==> src/rtl/tbgr_pkg.sv <==
package tbgr_pkg;

   localparam int TEXT_LEN_DEF   = 32;
   localparam int GLYPH_W_DEF    = 6;
   localparam int GLYPH_H_DEF    = 8;
   localparam int FIRST_CODE_DEF = 32;
   localparam int LAST_CODE_DEF  = 126;

   localparam int GLYPH_BYTES = 5;
   localparam logic [7:0] FALLBACK_CODE = 8'd63;

   localparam int OUT_DEPTH = 4;
   localparam int OUT_PTR_W = 2;
   localparam int OUT_CNT_W = 3;

   localparam int CSR_IDX_W  = 3;
   localparam int CSR_DATA_W = 16;

   localparam logic [CSR_IDX_W-1:0] CSR_BOX_W    = 3'd0;
   localparam logic [CSR_IDX_W-1:0] CSR_BOX_H    = 3'd1;
   localparam logic [CSR_IDX_W-1:0] CSR_TEXT_X   = 3'd2;
   localparam logic [CSR_IDX_W-1:0] CSR_TEXT_Y   = 3'd3;
   localparam logic [CSR_IDX_W-1:0] CSR_FG_COLOR = 3'd4;
   localparam logic [CSR_IDX_W-1:0] CSR_BG_COLOR = 3'd5;

   localparam logic [15:0] FG_COLOR_RESET = 16'hFFFF;
   localparam logic [15:0] BG_COLOR_RESET = 16'h0000;

   localparam logic [1:0] FUNC_TEXT  = 2'd0;
   localparam logic [1:0] FUNC_FONT  = 2'd1;
   localparam logic [1:0] FUNC_PIXEL = 2'd2;

   typedef struct packed {
      logic [1:0] func;
      logic [8:0] index;
      logic [7:0] data;
   } req_type;

   typedef struct packed {
      logic [15:0] color;
      logic        row_end;
      logic        box_end;
   } rsp_type;

endpackage

==> src/rtl/tbgr_text_mem.sv <==
module tbgr_text_mem import tbgr_pkg::*; #(
   parameter int DEPTH = TEXT_LEN_DEF,
   parameter int AW    = 5
) (
   input  logic          clock,
   input  logic          reset,
   input  logic          wr_en,
   input  logic [AW-1:0] wr_addr,
   input  logic [7:0]    wr_data,
   input  logic          rd_en,
   input  logic [AW-1:0] rd_addr,
   output logic [7:0]    rd_data
);

   logic [7:0]       mem_ff [DEPTH];
   logic [DEPTH-1:0] vld_ff;
   logic [7:0]       rd_data_ff;

   always_ff @(posedge clock) begin
      if (reset) begin
         vld_ff <= '0;
      end else if (wr_en) begin
         vld_ff[wr_addr] <= 1'b1;
      end
   end

   always_ff @(posedge clock) begin
      if (wr_en) begin
         mem_ff[wr_addr] <= wr_data;
      end
      if (rd_en) begin
         rd_data_ff <= vld_ff[rd_addr] ? mem_ff[rd_addr] : 8'd0;
      end
   end

   assign rd_data = rd_data_ff;

endmodule

==> src/rtl/tbgr_font_mem.sv <==
module tbgr_font_mem import tbgr_pkg::*; #(
   parameter int DEPTH = (LAST_CODE_DEF - FIRST_CODE_DEF + 1) * GLYPH_BYTES,
   parameter int AW    = 9
) (
   input  logic          clock,
   input  logic          wr_en,
   input  logic [AW-1:0] wr_addr,
   input  logic [7:0]    wr_data,
   input  logic          rd_en,
   input  logic [AW-1:0] rd_addr,
   output logic [7:0]    rd_data
);

   logic [7:0] mem_ff [DEPTH];
   logic [7:0] rd_data_ff;

   always_ff @(posedge clock) begin
      if (wr_en) begin
         mem_ff[wr_addr] <= wr_data;
      end
      if (rd_en) begin
         rd_data_ff <= mem_ff[rd_addr];
      end
   end

   assign rd_data = rd_data_ff;

endmodule

==> src/rtl/tbgr_out_fifo.sv <==
module tbgr_out_fifo import tbgr_pkg::*; (
   input  logic                 clock,
   input  logic                 reset,
   input  logic                 push,
   input  rsp_type              push_item,
   output logic                 out_valid,
   input  logic                 out_stall,
   output rsp_type              out_item,
   output logic [OUT_CNT_W-1:0] level
);

   rsp_type              entry_ff [OUT_DEPTH];
   logic [OUT_PTR_W-1:0] wr_ptr_ff;
   logic [OUT_PTR_W-1:0] rd_ptr_ff;
   logic [OUT_CNT_W-1:0] count_ff;
   logic [OUT_CNT_W-1:0] count_in;
   logic                 pop;

   assign out_valid = (count_ff != '0);
   assign pop       = out_valid && !out_stall;

   always_comb begin
      case ({push, pop})
         2'b10:   count_in = count_ff + OUT_CNT_W'(1);
         2'b01:   count_in = count_ff - OUT_CNT_W'(1);
         default: count_in = count_ff;
      endcase
   end

   always_ff @(posedge clock) begin
      if (reset) begin
         wr_ptr_ff <= '0;
         rd_ptr_ff <= '0;
         count_ff  <= '0;
      end else begin
         if (push) begin
            wr_ptr_ff <= wr_ptr_ff + OUT_PTR_W'(1);
         end
         if (pop) begin
            rd_ptr_ff <= rd_ptr_ff + OUT_PTR_W'(1);
         end
         count_ff <= count_in;
      end
   end

   always_ff @(posedge clock) begin
      if (push) begin
         entry_ff[wr_ptr_ff] <= push_item;
      end
   end

   assign out_item = entry_ff[rd_ptr_ff];
   assign level    = count_ff;

`ifndef SYNTHESIS
   a_no_push_when_full: assert property (@(posedge clock) disable iff (reset)
      push |-> (count_ff != OUT_CNT_W'(OUT_DEPTH)))
      else $error("Item pushed into a full result queue.");
`endif

endmodule

==> src/rtl/text_box_glyph_rasterizer.sv <==
// Channel | Ports                              | Moves
// req     | req_valid, req_stall, req_item     | text write, font write or pixel tick
// rsp     | rsp_valid, rsp_stall, rsp_item     | one pixel: colour, row end, box end
// csr     | csr_valid, csr_ready, csr_index,   | one register write, always ready
//         | csr_data                           |
//
// One item is taken per clock while req_stall is low; a pixel's text memory read is at the taking edge,
// and its result then passes the font memory read and the result queue write before it is valid.
// Reset clears the registers, counters and the text valid bits at once; no clearing pass.
// A four-entry result queue with credit counting parts the sides: req_stall rises only
// when the queue and the two memory stages together hold four pixels.
module text_box_glyph_rasterizer import tbgr_pkg::*; #(
   parameter int TEXT_LEN   = TEXT_LEN_DEF,
   parameter int GLYPH_W    = GLYPH_W_DEF,
   parameter int GLYPH_H    = GLYPH_H_DEF,
   parameter int FIRST_CODE = FIRST_CODE_DEF,
   parameter int LAST_CODE  = LAST_CODE_DEF
) (
   input  logic                  clock,
   input  logic                  reset,
   input  logic                  req_valid,
   output logic                  req_stall,
   input  req_type               req_item,
   output logic                  rsp_valid,
   input  logic                  rsp_stall,
   output rsp_type               rsp_item,
   input  logic                  csr_valid,
   output logic                  csr_ready,
   input  logic [CSR_IDX_W-1:0]  csr_index,
   input  logic [CSR_DATA_W-1:0] csr_data
);

   localparam int FONT_DEPTH = (LAST_CODE - FIRST_CODE + 1) * GLYPH_BYTES;
   localparam int FONT_AW    = $clog2(FONT_DEPTH);
   localparam int TADDR_W    = (TEXT_LEN > 1) ? $clog2(TEXT_LEN) : 1;
   localparam int CPOS_W     = $clog2(TEXT_LEN + 1);
   localparam int GCOL_W     = $clog2(GLYPH_W);

   logic [7:0]  box_w_ff, box_h_ff, text_x_ff, text_y_ff;
   logic [15:0] fg_color_ff, bg_color_ff;

   logic [7:0]        row_ff, row_in;
   logic [7:0]        col_ff, col_in;
   logic [GCOL_W-1:0] gcol_ff, gcol_in;
   logic [CPOS_W-1:0] cpos_ff, cpos_in;

   logic       accept, is_pixel, in_text, last_col, last_row, pos_ok;
   logic [7:0] gy;

   logic              s1_valid_ff, s1_in_text_ff, s1_pos_ok_ff, s1_last_col_ff, s1_box_end_ff;
   logic [GCOL_W-1:0] s1_gcol_ff;
   logic [2:0]        s1_gy_ff;

   logic              ended_ff, ended_in, ended_now, fg_cand;
   logic [7:0]        code, mcode, glyph_off;
   logic [10:0]       font_addr_full;

   logic       s2_valid_ff, s2_fg_cand_ff, s2_last_col_ff, s2_box_end_ff;
   logic [2:0] s2_gy_ff;

   logic [7:0]           text_rd_data, font_rd_data;
   logic [OUT_CNT_W-1:0] fifo_level;
   rsp_type              push_item;

   // Configuration registers.
   assign csr_ready = 1'b1;

   always_ff @(posedge clock) begin
      if (reset) begin
         box_w_ff    <= 8'd0;
         box_h_ff    <= 8'd0;
         text_x_ff   <= 8'd0;
         text_y_ff   <= 8'd0;
         fg_color_ff <= FG_COLOR_RESET;
         bg_color_ff <= BG_COLOR_RESET;
      end else if (csr_valid && csr_ready) begin
         unique case (csr_index)
            CSR_BOX_W:    box_w_ff    <= csr_data[7:0];
            CSR_BOX_H:    box_h_ff    <= csr_data[7:0];
            CSR_TEXT_X:   text_x_ff   <= csr_data[7:0];
            CSR_TEXT_Y:   text_y_ff   <= csr_data[7:0];
            CSR_FG_COLOR: fg_color_ff <= csr_data;
            CSR_BG_COLOR: bg_color_ff <= csr_data;
            default: ;
         endcase
      end
   end

   // Credit check against the result queue.
   assign req_stall = (int'(fifo_level) + int'(s1_valid_ff) + int'(s2_valid_ff)) >= OUT_DEPTH;
   assign accept    = req_valid && !req_stall;
   assign is_pixel  = accept && (req_item.func == FUNC_PIXEL)
                      && (box_w_ff != 8'd0) && (box_h_ff != 8'd0);

   // Raster counters.
   assign gy       = row_ff - text_y_ff;
   assign in_text  = (gy < 8'(GLYPH_H)) && (col_ff >= text_x_ff);
   assign last_col = col_ff >= (box_w_ff - 8'd1);
   assign last_row = row_ff >= (box_h_ff - 8'd1);
   assign pos_ok   = cpos_ff < CPOS_W'(TEXT_LEN);

   always_comb begin
      row_in  = row_ff;
      col_in  = col_ff;
      gcol_in = gcol_ff;
      cpos_in = cpos_ff;
      if (is_pixel) begin
         if (last_col) begin
            col_in  = 8'd0;
            gcol_in = '0;
            cpos_in = '0;
            row_in  = last_row ? 8'd0 : row_ff + 8'd1;
         end else begin
            col_in = col_ff + 8'd1;
            if (in_text) begin
               if (gcol_ff == GCOL_W'(GLYPH_W - 1)) begin
                  gcol_in = '0;
                  if (pos_ok) begin
                     cpos_in = cpos_ff + CPOS_W'(1);
                  end
               end else begin
                  gcol_in = gcol_ff + GCOL_W'(1);
               end
            end
         end
      end
   end

   always_ff @(posedge clock) begin
      if (reset) begin
         row_ff  <= 8'd0;
         col_ff  <= 8'd0;
         gcol_ff <= '0;
         cpos_ff <= '0;
      end else begin
         row_ff  <= row_in;
         col_ff  <= col_in;
         gcol_ff <= gcol_in;
         cpos_ff <= cpos_in;
      end
   end

   tbgr_text_mem #(
      .DEPTH (TEXT_LEN),
      .AW    (TADDR_W)
   ) u_text_mem (
      .clock   (clock),
      .reset   (reset),
      .wr_en   (accept && (req_item.func == FUNC_TEXT) && (int'(req_item.index) < TEXT_LEN)),
      .wr_addr (TADDR_W'(req_item.index)),
      .wr_data (req_item.data),
      .rd_en   (is_pixel && pos_ok),
      .rd_addr (TADDR_W'(cpos_ff)),
      .rd_data (text_rd_data)
   );

   // Stage one: character code is back from the text memory.
   always_ff @(posedge clock) begin
      if (reset) begin
         s1_valid_ff <= 1'b0;
      end else begin
         s1_valid_ff <= is_pixel;
      end
   end

   always_ff @(posedge clock) begin
      s1_in_text_ff  <= in_text;
      s1_pos_ok_ff   <= pos_ok;
      s1_last_col_ff <= last_col;
      s1_box_end_ff  <= last_col && last_row;
      s1_gcol_ff     <= gcol_ff;
      s1_gy_ff       <= gy[2:0];
   end

   assign code      = text_rd_data;
   assign ended_now = s1_in_text_ff && (ended_ff || !s1_pos_ok_ff || (code == 8'd0));
   assign mcode     = ((code < 8'(FIRST_CODE)) || (code > 8'(LAST_CODE))) ? FALLBACK_CODE : code;
   assign glyph_off = mcode - 8'(FIRST_CODE);
   assign font_addr_full = ({3'b000, glyph_off} << 2) + {3'b000, glyph_off} + 11'(s1_gcol_ff);
   assign fg_cand   = s1_in_text_ff && !ended_now && (s1_gcol_ff < GCOL_W'(GLYPH_BYTES));

   always_comb begin
      ended_in = ended_ff;
      if (s1_valid_ff) begin
         if (s1_last_col_ff) begin
            ended_in = 1'b0;
         end else if (ended_now) begin
            ended_in = 1'b1;
         end
      end
   end

   always_ff @(posedge clock) begin
      if (reset) begin
         ended_ff <= 1'b0;
      end else begin
         ended_ff <= ended_in;
      end
   end

   tbgr_font_mem #(
      .DEPTH (FONT_DEPTH),
      .AW    (FONT_AW)
   ) u_font_mem (
      .clock   (clock),
      .wr_en   (accept && (req_item.func == FUNC_FONT) && (int'(req_item.index) < FONT_DEPTH)),
      .wr_addr (FONT_AW'(req_item.index)),
      .wr_data (req_item.data),
      .rd_en   (s1_valid_ff && fg_cand),
      .rd_addr (FONT_AW'(font_addr_full)),
      .rd_data (font_rd_data)
   );

   // Stage two: glyph column byte is back from the font memory.
   always_ff @(posedge clock) begin
      if (reset) begin
         s2_valid_ff <= 1'b0;
      end else begin
         s2_valid_ff <= s1_valid_ff;
      end
   end

   always_ff @(posedge clock) begin
      s2_fg_cand_ff  <= fg_cand;
      s2_gy_ff       <= s1_gy_ff;
      s2_last_col_ff <= s1_last_col_ff;
      s2_box_end_ff  <= s1_box_end_ff;
   end

   always_comb begin
      push_item.color   = (s2_fg_cand_ff && font_rd_data[s2_gy_ff]) ? fg_color_ff : bg_color_ff;
      push_item.row_end = s2_last_col_ff;
      push_item.box_end = s2_box_end_ff;
   end

   tbgr_out_fifo u_out_fifo (
      .clock     (clock),
      .reset     (reset),
      .push      (s2_valid_ff),
      .push_item (push_item),
      .out_valid (rsp_valid),
      .out_stall (rsp_stall),
      .out_item  (rsp_item),
      .level     (fifo_level)
   );

`ifndef SYNTHESIS
   a_box_wrap: assert property (@(posedge clock) disable iff (reset)
      (is_pixel && last_col && last_row) |=> ((row_ff == 8'd0) && (col_ff == 8'd0)))
      else $error("Counters did not wrap after the last pixel of the box.");

   a_cpos_bound: assert property (@(posedge clock) disable iff (reset)
      cpos_ff <= CPOS_W'(TEXT_LEN))
      else $error("Character position ran past the end of the text.");

   a_credit: assert property (@(posedge clock) disable iff (reset)
      (int'(fifo_level) + int'(s1_valid_ff) + int'(s2_valid_ff)) <= OUT_DEPTH)
      else $error("More pixels in flight than the result queue can hold.");
`endif

endmodule

==> config.mk <==
export PLATFORM = sky130hd
export DESIGN_NAME = text_box_glyph_rasterizer
export DESIGN_NICKNAME = d
export VERILOG_FILES = /design/src/rtl/tbgr_pkg.sv /design/src/rtl/tbgr_text_mem.sv /design/src/rtl/tbgr_font_mem.sv /design/src/rtl/tbgr_out_fifo.sv /design/src/rtl/text_box_glyph_rasterizer.sv
export SDC_FILE = /design/constraint.sdc
export NUM_CORES = 2
export LEC_CHECK = 0
export BUFFER_PORTS_ARGS = -buffer_cell sky130_fd_sc_hd__buf_2
export CORE_ASPECT_RATIO = 1.1
export CORE_MARGIN = 2
export CORE_UTILIZATION = 25
export DETAILED_ROUTE_END_ITERATION = 8
export PLACE_DENSITY_LB_ADDON = 0.25
export SYNTH_ARGS = -nofsm -noshare
export SYNTH_HDL_FRONTEND = slang
export SYNTH_MEMORY_MAX_BITS = 65536
export SYNTH_SLANG_ARGS = --single-unit
==> constraint.sdc <==
create_clock -name clock -period 6.9 [get_ports clock]
set_input_delay 0.345 -clock clock [delete_from_list [all_inputs] [get_ports clock]]
set_output_delay 0.345 -clock clock [all_outputs]
set_load 0.01 [all_outputs]
# [After elaboration in Yosys (flattened, before gate mapping)]
# Memory sizes are Yosys's and may differ from the RTL's. A register that Yosys moved wholly into a read port is not among the register bits.
# Index checks and enable logic that the tools add are counted.
[totals] ram_bits=4128 inputBits=43 n_memories=3 romBits=0 output_inout_bits=21 elab_cells=147 regBits=147 latchBits=0
[memory_table] name="u_font_mem.mem_ff" depth=475 width=8 read_ports=1 rd_ports_with_merged_regs=1 wr=1 line_no="tbgr_font_mem.sv:14" source="logic [7:0] mem_ff [DEPTH];"
[memory_table] name="u_text_mem.mem_ff" depth=32 width=8 read_ports=1 rd_ports_with_merged_regs=1 wr=1 line_no="tbgr_text_mem.sv:15" source="logic [7:0] mem_ff [DEPTH];"
[memory_table] name="u_out_fifo.entry_ff" depth=4 width=18 read_ports=1 rd_ports_with_merged_regs=1 wr=1 line_no="tbgr_out_fifo.sv:12" source="rsp_type entry_ff [OUT_DEPTH];"
[op_classes] bitwise=1 n_lt_le_gt_ge=15 div_mod_pow=0 eq_ne=10 reduce_logical=47 n_mux=28 shifts=0 add_sub_neg=16 mul=0
[op_table] op="32-bit bitwise OR" count=1
[op_table] op="8-bit >= comparator" count=3
[op_table] op="6-bit two-way mux" count=4
[op_table] op="8-bit two-way mux" count=3
[op_table] op="1-bit logical AND" count=18
[op_table] op="2-bit AND reduction" count=9
[op_table] op="8-bit by 1-bit adder with 8-bit output, second input constant" count=2
[op_table] op="16-bit two-way mux" count=1
[op_table] op="8-bit nonzero test" count=2
[op_table] op="8-bit by 1-bit subtractor with 8-bit output, second input constant" count=2
[op_table] op="5-bit by 6-bit less-than comparator with 1-bit output, second input constant" count=2
[op_table] op="1-bit two-way mux" count=11
[op_table] op="2-bit nonzero test" count=5
[op_table] op="9-bit by 3-bit adder with 9-bit output" count=1
[op_table] op="9-bit by 8-bit adder with 9-bit output" count=1
[op_table] op="3-bit == test, second input constant" count=3
[op_table] op="9-bit by 6-bit less-than comparator with 1-bit output, second input constant" count=1
[op_table] op="9-bit less-than comparator, second input constant" count=1
[op_table] op="3-bit two-way mux" count=3
[op_table] op="8-bit by 7-bit > comparator with 1-bit output, second input constant" count=1
[op_table] op="8-bit zero test" count=1
[op_table] op="8-bit by 4-bit less-than comparator with 1-bit output, second input constant" count=1
[op_table] op="8-bit by 6-bit less-than comparator with 1-bit output, second input constant" count=1
[op_table] op="8-bit by 6-bit subtractor with 8-bit output, second input constant" count=1
[op_table] op="other kinds (27)" count=39

# [Longest topological paths before layout]
[depth] depth_word=9 ltp_mapped=19 mapped_depth_nobuf=17

# [Modules after synthesis]
# Synthesis repeated with hierarchy kept, for this count alone.
[hier_totals] cells_unflattened=8429 hier_area_um2=168444.1
[by_module_without_submodules] module="tbgr_font_mem" n_inst=1 cells_per_inst=6949 seq_area_each_um2=114349.7 area_each_um2=147959.4
[by_module_without_submodules] module="tbgr_text_mem" n_inst=1 cells_per_inst=647 seq_area_each_um2=8568.2 area_each_um2=11617.4
[by_module_without_submodules] module="text_box_glyph_rasterizer" n_inst=1 cells_per_inst=689 seq_area_each_um2=2162.1 area_each_um2=5770.5
[by_module_without_submodules] module="tbgr_out_fifo" n_inst=1 cells_per_inst=144 seq_area_each_um2=2342.2 area_each_um2=3096.7

# [Worst setup path after synthesis]
# No wires, ideal clock.
[synth_path] path_type="reg2reg" start="reg u_text_mem.rd_data_ff[5], in the netlist u_text_mem.rd_data[5] (read register of u_text_mem.mem_ff)" end="reg u_font_mem.rd_data_ff[3], in the netlist u_font_mem.rd_data[3] (read register of u_font_mem.mem_ff), data pin" n_path_buf=4 path_stages_with_launch=18 required_time_ns=6.639 slack_ns=2.596 setup_ns=0.261 arrival_ns=4.043 synth_period_minus_slack_ns=4.304 path_cell_list="edfxtp_1 -> nand2_1 -> nor2_1 -> a211oi_1 -> nand2b_1 -> fa_1 -> inv_1 -> fa_1 -> buf_2 -> clkinv_1 -> clkbuf_1 -> nor2_1 -> clkbuf_1 -> clkbuf_1 -> a311oi_1 -> o31ai_1 -> nand4_1 -> o311a_1"
[synth_between] elab_chain_len=7 word_cells_on_any_way=14 cone_classes="add/sub: 3; order compare: 2; mux: 1; reduce/logical: 8"
[synth_lines] element="from (decl)" line_no="tbgr_text_mem.sv:17" source="logic [7:0] rd_data_ff;"
[synth_lines] element="branches (longest 7 deep; another with 9-bit by 8-bit adder with 9-bit output)"
[synth_lines] element="to (decl)" line_no="tbgr_font_mem.sv:15" source="logic [7:0] rd_data_ff;"
# Several ways; the timed one is not identified.
# A chain may end at the register's enable or synchronous reset.

# [Final worst setup path]
[layout_path] start="reg u_text_mem.rd_data_ff[5], in the netlist u_text_mem.rd_data[5] (read register of u_text_mem.mem_ff)" end="reg u_font_mem.rd_data_ff[2], in the netlist u_font_mem.rd_data[2] (read register of u_font_mem.mem_ff), data pin"
# The elaborated chain is that of the path after synthesis.

==> results.yml <==
sta:
  hold_viol: 0
  relSlewSlack_pct: 5.29
  worstMarginPinSlew_ns: 1.42
  finalSetupViolations: 1
  setup_slack_ns: -0.00782
  finalCritPeriodShare_pct: 100
  finalClockSkew_ns: 0.0789
  finalSetupTns_ns: -0.00782
  fmax_mhz: 145
  fin_crit_ns: 6.91
  slew_violations: 0
  rsz0062_at_grt: "false"
grt:
  grt_max_degree: 185
  grt-ovfl-total: 0
  grtUsageTotal_pct: 14.6
  antenna_found_initial: 33
  grt_pass1_wl_um: 709000
  grt_pass1_vias: 86700
final_layout:
  drive_gt1_share_pct: 24.6
  fillers: 65400
  multiInputGateArea_um2: 38200
  final_nets: 8658
  final_core_util_pct: 29.1
  seq_area_um2: 127000
  synthToLayoutAreaGrowth_pct: 16.0
floorplan:
  rows: 315
  die_h_um: 864
  ioPinCount: 64
  dieArea_um2: 679000
  start_util_pct: 25.1
  die_w_um: 786
  core_area_um2: 669000
place:
  place.port_buffers: 62
  gp_congestion: 0.825
  preCtsSetupSlack_ns: -0.213
  dp_hpwl_um: 322000
critical_path:
  timing.rr.start: "u_text_mem.rd_data[5]$_SDFFCE_PN0P_"
  crit_buf_inv: 2
  critical-path-top-cell-by-count: "a211oi_1"
  crit_type: "register to register"
  cp-end-kind: "register"
  critPathSlowestCell: "fa_4"
  ff2ff_setup_slack_ns: -0.008
  crit_path_start_kind: "register"
  required_ns: 7.66
  critPathArrivalTime_ns: 7.67
  r2r_cells: 14
  worstPathCellList: "nand2_1 > nor2_1 > a211oi_1 > nand2b_1 > fa_1 > inv_1 > fa_4 > inv_4 > nand2_2 > o22ai_1 > o21ai_1 > a41oi_1 > a211oi_1 > a21oi_1"
  reg2reg_to: "u_font_mem.rd_data[2]$_DFFE_PP_"
  critPathMaxStageDelay_ns: 1.11
  path_delay_family: "compound AO/OA/AOI/OAI gates"
  crit_fanout: 19
yosys:
  seq_area_frac_synth_pct: 75.8
  synth.cell_area_um2: 168000
  ys_ff_latch: 4293
  yosys.area.top_type: "edfxtp_1"
  synth_compound_area_share_pct: 1.68
  syn_area_per_cell_um2: 20.4
  async_flop_share_pct: 0
  synth_warnings: 0
  muxShareOfSynthArea_pct: 16.0
  yosysUniqueCellTypes: 88
  synth_top_family_by_area: "multiplexers"
  yosys_most_used_dff: "edfxtp_1"
  yosys.area.top_type_share_pct: 74.0
  synth-simple-area-share_pct: 4.06
  yosys.area_share.adder_pct: 0.479
  synth-xor-area-share_pct: 0.239
  synth_area_leaders: "edfxtp_1, mux4_2, dfxtp_1"
  synthCells: 8225
  synth_edf_count: 4144
  syn_nets: 8330
clocking:
  htree_levels: 5
  cts_num_sinks: 4293
  max-clock-path-buffers: 4
  cts_tree: "yes"
  clk_latency_ns: 1.04
  cts_setup_buffers: 0
  clk_pin_slew_ns: 0.07
  cts_buffers: 426
  clockRootBuffer: "clkbuf_16"
routing:
  routedWlPerCell_um: 28.7
  postRouteWirelength_um: 511000
  antenna_left: 0
  drc_errors: 0
  via_count: 83900
  drt_iter0_markers: 8994
  vias_per_cell: 4.71
  drt_first_pass_iters: 6
min_path:
  hold_start: "csr_data[13]"
  holdPathEnd: "bg_color_ff[13]$_SDFFE_PP0P_"
  hold_depth: 4
  worstHoldPathType: "primary input to register"
job:
  drv_cap: 0
pwr:
  powerDensity_nw_per_um2: 274
  p_leak_uw: 0.0604
  vdd_drop_max_v: 0.000239
  total_power_uw: 53400
status:
  status: "finished with violations"
  violations: "negative setup slack"
## worst register-to-register path: cells and delay by family (launching register included)
family | cells | cell delay, ns
flip-flops | 1 | 0.47
AO/OA/AOI/OAI | 6 | 2.69
buffers and inverters | 2 | 0.48
AND/OR/NAND/NOR | 4 | 1.29
adder cells (fa/ha/maj) | 2 | 1.69
## placed cells by master, fill, tap and decap left out, types with 87 or more instances in the layout
master and count:
nand3_1 122, mux2i_1 120, clkbuf_16 429, nand2_1 607, mux4_2 1133, clkbuf_1 87
edfxtp_1 4144, buf_4 197, dfxtp_1 147, a21oi_1 122, nor2_1 649
## report_power, final
part           switching (µW)  internal, µW  leakage (µW)
clock network           10400         13500       0.00696
registers                11.5         28600        0.0385
logic                     766           176        0.0149
total                   11100         42200        0.0604
## metal layers
layer	global-route usage, %	routed length, µm	vias up	part of all wire, %
met5	0	32	-	0.0063
met4	5.09	19800	4	3.9
met3	2.10	29100	721	5.7
met2	24.9	254000	2911	50
met1	19.0	208000	45900	41
li1	-	-	34400	-
## how the worst max path moves through the flow
stage,to,from,cells after the start,slack (ns)
floorplan,u_font_mem.rd_data[3]$_DFFE_PP_,u_text_mem.rd_data[5]$_SDFFCE_PN0P_,17,2.60
global placement,u_font_mem.rd_data[2]$_DFFE_PP_,u_text_mem.rd_data[5]$_SDFFCE_PN0P_,15,-0.40
detailed placement,u_font_mem.rd_data[2]$_DFFE_PP_,u_text_mem.rd_data[5]$_SDFFCE_PN0P_,15,-0.21
CTS,u_font_mem.rd_data[2]$_DFFE_PP_,u_text_mem.rd_data[5]$_SDFFCE_PN0P_,14,0.13
global route,u_font_mem.rd_data[2]$_DFFE_PP_,u_text_mem.rd_data[5]$_SDFFCE_PN0P_,14,0.02
finish,u_font_mem.rd_data[2]$_DFFE_PP_,u_text_mem.rd_data[5]$_SDFFCE_PN0P_,14,-0.008
## cells by family (layout without fill, tap and decap cells)
logic type,Yosys count,in the layout
mux,1275,1275
buf+inv,517,1220
flops,4293,4293
other cells,1,19
compound gates,407,407
fa+ha+maj,62,62
simple gates,1625,1625
xor+xnor,45,45
## cell usage after synthesis, types with 7 or more instances
library cell	count
nand3b_1	19
a311oi_1	14
ha_1	58
and3_1	30
nand3_1	122
o2111ai_1	13
nor4_1	22
mux2i_1	120
xnor2_1	23
nor2b_1	14
buf_6	42
o22ai_1	22
a21oi_1	122
o21ai_0	26
and2_1	11
edfxtp_1	4144
nand2b_1	19
o21ba_2	8
dfxtp_1	149
a22oi_1	7
buf_4	99
inv_1	41
a211oi_1	35
mux4_2	1133
o211ai_1	7
a221oi_1	8
buf_2	111
clkbuf_1	187
buf_1	31
mux2_2	22
nand4_1	38
xor2_1	21
a32oi_1	30
nor2_1	658
nand2_1	627
a31oi_1	35
nor3_1	35
a21o_1	12
## cell type report
type,count,area share [%]
Tap cell,8876,5.70
Sequential cell,4293,65.4
Antenna cell,18,0.0231
Clock inverter,263,1.48
Multi-Input combinational cell,3415,19.6
Timing Repair Buffer,374,1.89
Clock buffer,540,5.84
Inverter,43,0.0841
## through the flow
| stage | hold WS (ns) | cells | area [µm²] |
|---|---|---|---|
| global route | 0.0911 | 17800 | 195000 |
| detailed placement | 0.318 | 17000 | 180000 |
| CTS | 0.00304 | 17800 | 195000 |
| floorplan | 0.310 | 8225 | 168000 |
| global placement | 0.322 | 17000 | 180000 |
| finish | 0.128 | 17800 | 195000 |
## state kept, by name, summed over array words and instances (netlist names), 2 cells and up, named ones only
name,cells
col_ff,8
text_x_ff,8
u_font_mem.mem_ff,3800
u_font_mem.rd_data,8
u_out_fifo.level,3
row_ff,8
u_out_fifo.rd_ptr_ff,2
bg_color_ff,16
box_w_ff,8
s2_gy_ff,3
cpos_ff,6
text_y_ff,8
box_h_ff,8
u_text_mem.mem_ff,256
s1_gcol_ff,3
u_out_fifo.wr_ptr_ff,2
fg_color_ff,16
s1_gy_ff,3
u_out_fifo.entry_ff,72
u_text_mem.rd_data,8
gcol_ff,3
u_text_mem.vld_ff,32
## timing repair
item	CTS	global route
endpoints found under the hold margin	775	0
pin swaps	0	0
hold buffers	50	0
endpoints found under the setup margin	1	1
resized for setup	3	1
gates cloned	0	0
No activity file was read; power rests on OpenSTA's default activity.
